--- src/design/cscan_pkg.sv ---
`default_nettype none
package cscan_pkg;

	localparam int unsigned REQ_W     = 16;
	localparam int unsigned DISK_W    = 17;
	localparam int unsigned TOTAL_W   = 18;
	localparam int unsigned KIND_W    = 2;
	localparam int unsigned CFG_IDX_W = 1;

	localparam logic [CFG_IDX_W-1:0] REG_DISK_CYL   = 1'b0;
	localparam logic [CFG_IDX_W-1:0] REG_HEAD_START = 1'b1;

	localparam logic [DISK_W-1:0] DISK_CYL_RST   = 17'd200;
	localparam logic [REQ_W-1:0]  HEAD_START_RST = 16'd0;

	typedef enum logic [KIND_W-1:0] {
		KIND_SERVE = 2'd0,
		KIND_END   = 2'd1,
		KIND_WRAP  = 2'd2
	} step_kind_t;

	// command broadcast along the sorting chain
	typedef struct packed {
		logic ins;
		logic rot;
	} chain_cmd_t;

endpackage
`default_nettype wire

--- src/design/cscan_cell.sv ---
`default_nettype none
module cscan_cell import cscan_pkg::*; (
	input  wire logic             clk,
	input  wire chain_cmd_t       cmd,
	input  wire logic [REQ_W-1:0] req_val,
	input  wire logic             vld,
	input  wire logic             prev_vld,
	input  wire logic             prev_gt,
	input  wire logic [REQ_W-1:0] prev_val,
	input  wire logic [REQ_W-1:0] rot_val,
	output logic      [REQ_W-1:0] val,
	output logic                  gt
);

	logic [REQ_W-1:0] val_q;

	assign val = val_q;
	assign gt  = vld && (val_q > req_val);

	// insert: shift right where larger, first larger or first empty slot takes the request
	always_ff @(posedge clk) begin
		if (cmd.ins) begin
			if (prev_gt) begin
				val_q <= prev_val;
			end else if (gt || (!vld && prev_vld)) begin
				val_q <= req_val;
			end
		end else if (cmd.rot) begin
			val_q <= rot_val;
		end
	end

endmodule
`default_nettype wire

--- src/design/cscan_chain.sv ---
`default_nettype none
module cscan_chain import cscan_pkg::*; #(
	parameter int unsigned DEPTH = 32,
	localparam int unsigned CNT_W = $clog2(DEPTH + 1)
) (
	input  wire logic             clk,
	input  wire chain_cmd_t       cmd,
	input  wire logic [REQ_W-1:0] req_val,
	input  wire logic [CNT_W-1:0] cnt,
	output logic      [REQ_W-1:0] first_val
);

	logic [REQ_W-1:0] vals [DEPTH];
	logic [REQ_W-1:0] rots [DEPTH];
	logic             gts  [DEPTH];
	logic             vlds [DEPTH];

	assign first_val = vals[0];

	for (genvar i = 0; i < DEPTH; i++) begin : g_cell
		localparam logic [CNT_W-1:0] POS  = CNT_W'(i);
		localparam logic [CNT_W-1:0] NEXT = CNT_W'(i + 1);

		assign vlds[i] = POS < cnt;

		// rotation closes the ring at the last occupied cell
		if (i == DEPTH - 1) begin : g_tail
			assign rots[i] = vals[0];
		end else begin : g_mid
			assign rots[i] = (NEXT == cnt) ? vals[0] : vals[i+1];
		end

		if (i == 0) begin : g_head
			cscan_cell u_cell (
				.clk      (clk),
				.cmd      (cmd),
				.req_val  (req_val),
				.vld      (vlds[i]),
				.prev_vld (1'b1),
				.prev_gt  (1'b0),
				.prev_val (req_val),
				.rot_val  (rots[i]),
				.val      (vals[i]),
				.gt       (gts[i])
			);
		end else begin : g_body
			cscan_cell u_cell (
				.clk      (clk),
				.cmd      (cmd),
				.req_val  (req_val),
				.vld      (vlds[i]),
				.prev_vld (vlds[i-1]),
				.prev_gt  (gts[i-1]),
				.prev_val (vals[i-1]),
				.rot_val  (rots[i]),
				.val      (vals[i]),
				.gt       (gts[i])
			);
		end
	end

endmodule
`default_nettype wire

--- config.mk ---
export PLATFORM = sky130hd
export DESIGN_NAME = cscan_chain
export DESIGN_NICKNAME = d
export VERILOG_FILES = /design/src/design/cscan_pkg.sv /design/src/design/cscan_cell.sv /design/src/design/cscan_chain.sv
export SDC_FILE = /design/constraint.sdc
export NUM_CORES = 2
export LEC_CHECK = 0
export BUFFER_PORTS_ARGS = -buffer_cell sky130_fd_sc_hd__buf_2
export CAP_MARGIN = 40
export CORE_ASPECT_RATIO = 1.1
export CORE_MARGIN = 4
export CORE_UTILIZATION = 55
export DETAILED_ROUTE_END_ITERATION = 16
export GPL_TIMING_DRIVEN = 0
export PLACE_DENSITY = 0.71
export REMOVE_ABC_BUFFERS = 1
export SLEW_MARGIN = 25
export SYNTH_ARGS = -nofsm -noshare
export SYNTH_HDL_FRONTEND = slang
export SYNTH_HIERARCHICAL = 1
export SYNTH_SLANG_ARGS = --single-unit
export TNS_END_PERCENT = 20
--- constraint.sdc ---
create_clock -name clk -period 5.55 [get_ports clk]
set_clock_uncertainty 0.2 [all_clocks]
set_input_delay 1.11 -clock clk [delete_from_list [all_inputs] [get_ports clk]]
set_output_delay 1.11 -clock clk [all_outputs]
set_load 0.1 [all_outputs]
==> impl_metrics.toml <==
[timing]
hold_viol_final = 0
drv_slew = 0
period_share_pct = 84.1
setup_viol = 0
setup-tns-final_ns = 0
max_slew_margin_pct = 40.5
fmax_mhz = 214
rsz0062_at_grt = "false"
tightest_slew_ns = 0.892
min_period_ns = 4.67

[yosys]
synth-simple-area-share_pct = 10.8
synth_top_family_by_area = "multiplexers"
synthFlopType = "edfxtp_1"
yosys.area_share.xor_xnor_pct = 0
synth.distinct_cells = 44
syn-cell-area_um2 = 46800
async_reset_ff_share_pct = 0
synth_edf_count = 512
syn_inst = 4845
ys_seq_area_share_pct = 32.8
synthAdderAreaFrac_pct = 13.7
synth_seq_cells = 512
syn_area_per_cell_um2 = 9.66
synth_compound_area_share_pct = 12.7
synth_mux_area_share_pct = 22.9
yosys_warnings = 6

[cts]
cts_root_buffer = "clkbuf_16"
cts_tree = "built"
clk_path_buf_depth = 3
numCtsBuffers = 59
ctsHoldBuffers = 0
cts_max_level = 2
cts.sinks = 512
post_cts_resize_count = 0
clkTransAtPathRegs_ns = 0.06
clock_latency_ns = 0.65
postCtsSetupBuffers = 0

[layout]
area_delta_synth_final_pct = 8.97
finish.utilization_pct = 60.8
final_common_cell = "a21oi_1"
drive_gt1_share_pct = 17.6
num-nets-final = 5304
mostFrequentLayoutCells = "740 x a21oi_1, 580 x nor2_1, 548 x inv_1"

[route]
wl_um = 133000
wl_met2_um = 61800
drt_iter0_drc = 3153
ant_nets = 0
wl_met3_um = 8390
top_layer = "met5"
drc_errors = 0
wirelength_met1_um = 57800
firstDrtPassIters = 5
post_drt_wl_per_cell_um = 22.4
vias_per_cell = 6.27
via_count = 37200

[global_routing]
first_global_vias = 36800
grt_max_degree = 134
antenna_found_initial = 8
grt_pass1_wl_um = 208000
grt.total_usage_pct = 28.7
overflow = 0

[floorplan]
die_height_um = 314
start_util_pct = 55.8
io_pins = 41
die_area_um2 = 89900
rows = 111
chipWidth_um = 286
core-area_um2 = 83900

[power]
leakagePower_nw = 21.3
p_per_area_nw_per_um2 = 323
vdd_ir_drop_max_mv = 0.269

[setup_path]
crit_path_cell_trace = "buf_4 -> inv_1 -> ha_1 -> nand4_1 -> nor3_1 -> a2111oi_2 -> a311oi_4 -> buf_8 -> a21oi_1 -> nand2_1 -> o22a_1"
worstSetupPathType = "in -> reg"
required_ns = 5.62
slowest_delay_ns = 0.74
critPathCaptureType = "register"
cp_max_fo = 65
r2r_slack_ns = 1.61
r2r-start = "g_cell[0].g_head.u_cell/val[5]"
timing.rr.end = "g_cell[0].g_head.u_cell/val[8]"
startpoint_type = "input port"
critPathSlowestCell = "a311oi_4"
rr_worst_depth = 6
arrival_ns = 4.74

[placed_design]
dp_hpwl_um = 97300
place_congestion = 0.833
port_buffers = 40

[run_status]
status = "complete, no violations"

[worst_hold_path]
hold_end = "g_cell[16].g_body.u_cell/val[15]"
worstHoldPathCells = 2
hold_path.startpoint = "g_cell[15].g_body.u_cell/val[15]"
hold_class = "reg -> reg"

[run]
drv_cap = 0
-- critical path, delay by kind of cell --
family                   cells  cell delay (ns)
AO/OA/AOI/OAI                4             1.56
adder cells (fa/ha/maj)      1             0.34
buffers and inverters        3             0.99
AND/OR/NAND/NOR              3             0.66
-- kinds of logic (layout without fill, tap and decap cells) --
group / count (synthesis) / count (layout)
compound gates: 979 / 979
buf+inv: 836 / 799
mux: 1008 / 1008
fa+ha+maj: 512 / 512
other cells: 2 / 5
flops: 512 / 512
simple gates: 996 / 996
-- final cells by class --
| type | instances | area (um^2) |
|---|---|---|
| Clock buffer | 70 | 1520 |
| Fill cell | 7176 | 32900 |
| Clock inverter | 32 | 220 |
| Timing Repair Buffer | 149 | 1930 |
| Inverter | 548 | 2060 |
| Sequential cell | 512 | 15400 |
| Antenna cell | 3 | 7.51 |
| Tap cell | 1130 | 1410 |
| Multi-Input combinational cell | 3497 | 28500 |
-- synthesized netlist by cell type, types with 33 or more instances --
cell type | count | area share, %
nand4_1 | 96 | 1.3
inv_1 | 548 | 4.4
ha_1 | 512 | 14
nor2b_1 | 66 | 0.88
clkbuf_1 | 179 | 1.4
nand2_1 | 110 | 0.88
buf_2 | 94 | 1.0
a21oi_1 | 740 | 7.9
mux2i_1 | 512 | 11
edfxtp_1 | 512 | 33
o21ai_0 | 38 | 0.41
nor3_1 | 33 | 0.35
mux2_2 | 496 | 12
nor2_1 | 582 | 4.7
-- power breakdown --
part / internal (W) / total, W / leakage [nW] / switching (W)
Clock: 0.00206 / 0.00374 / 0.849 / 0.00168
Combinational: 0.00285 / 0.00645 / 15.5 / 0.00360
Sequential: 0.00541 / 0.00626 / 4.96 / 0.000854
Total: 0.0103 / 0.0165 / 21.3 / 0.00614
-- registers in the layout, summed over array words and instances (netlist names) --
name and flops:
g_cell.g_body.u_cell/val 496, g_cell.g_head.u_cell/val 16
-- routing by layer --
metal,vias up,global-route usage (%)
met5,-,0
met4,6,9.95
met3,303,3.79
met2,1283,47.5
met1,18200,38.9
li1,17500,-
-- how the worst max path moves through the flow --
| stage | from | endpoint | cells after the start |
|---|---|---|---|
| floorplan | g_cell[0].g_head.u_cell/val[0] | g_cell[1].g_body.u_cell/val[0] | 9 |
| global placement | cmd[1] | g_cell[18].g_body.u_cell/val[7] | 2 |
| detailed placement | req_val[14] | g_cell[11].g_body.u_cell/val[11] | 11 |
| CTS | req_val[14] | g_cell[11].g_body.u_cell/val[2] | 11 |
| global route | req_val[15] | g_cell[10].g_body.u_cell/val[2] | 11 |
| finish | req_val[15] | g_cell[10].g_body.u_cell/val[8] | 11 |
-- metrics by stage --
stage,std cells,worst slack [ns],area [um^2],hold WS [ns],total power (W)
after floorplan,4557,0.965,45600,0.435,0.0104
after global placement,5727,-10.69,47200,0.462,0.0123
after detailed placement,5820,0.235,49000,0.482,0.0126
after CTS,5922,0.915,50800,0.498,0.0164
after global routing,5941,0.696,51000,0.519,0.0174
final,5941,0.882,51000,0.500,0.0165
(Power assumes the default switching activity.)
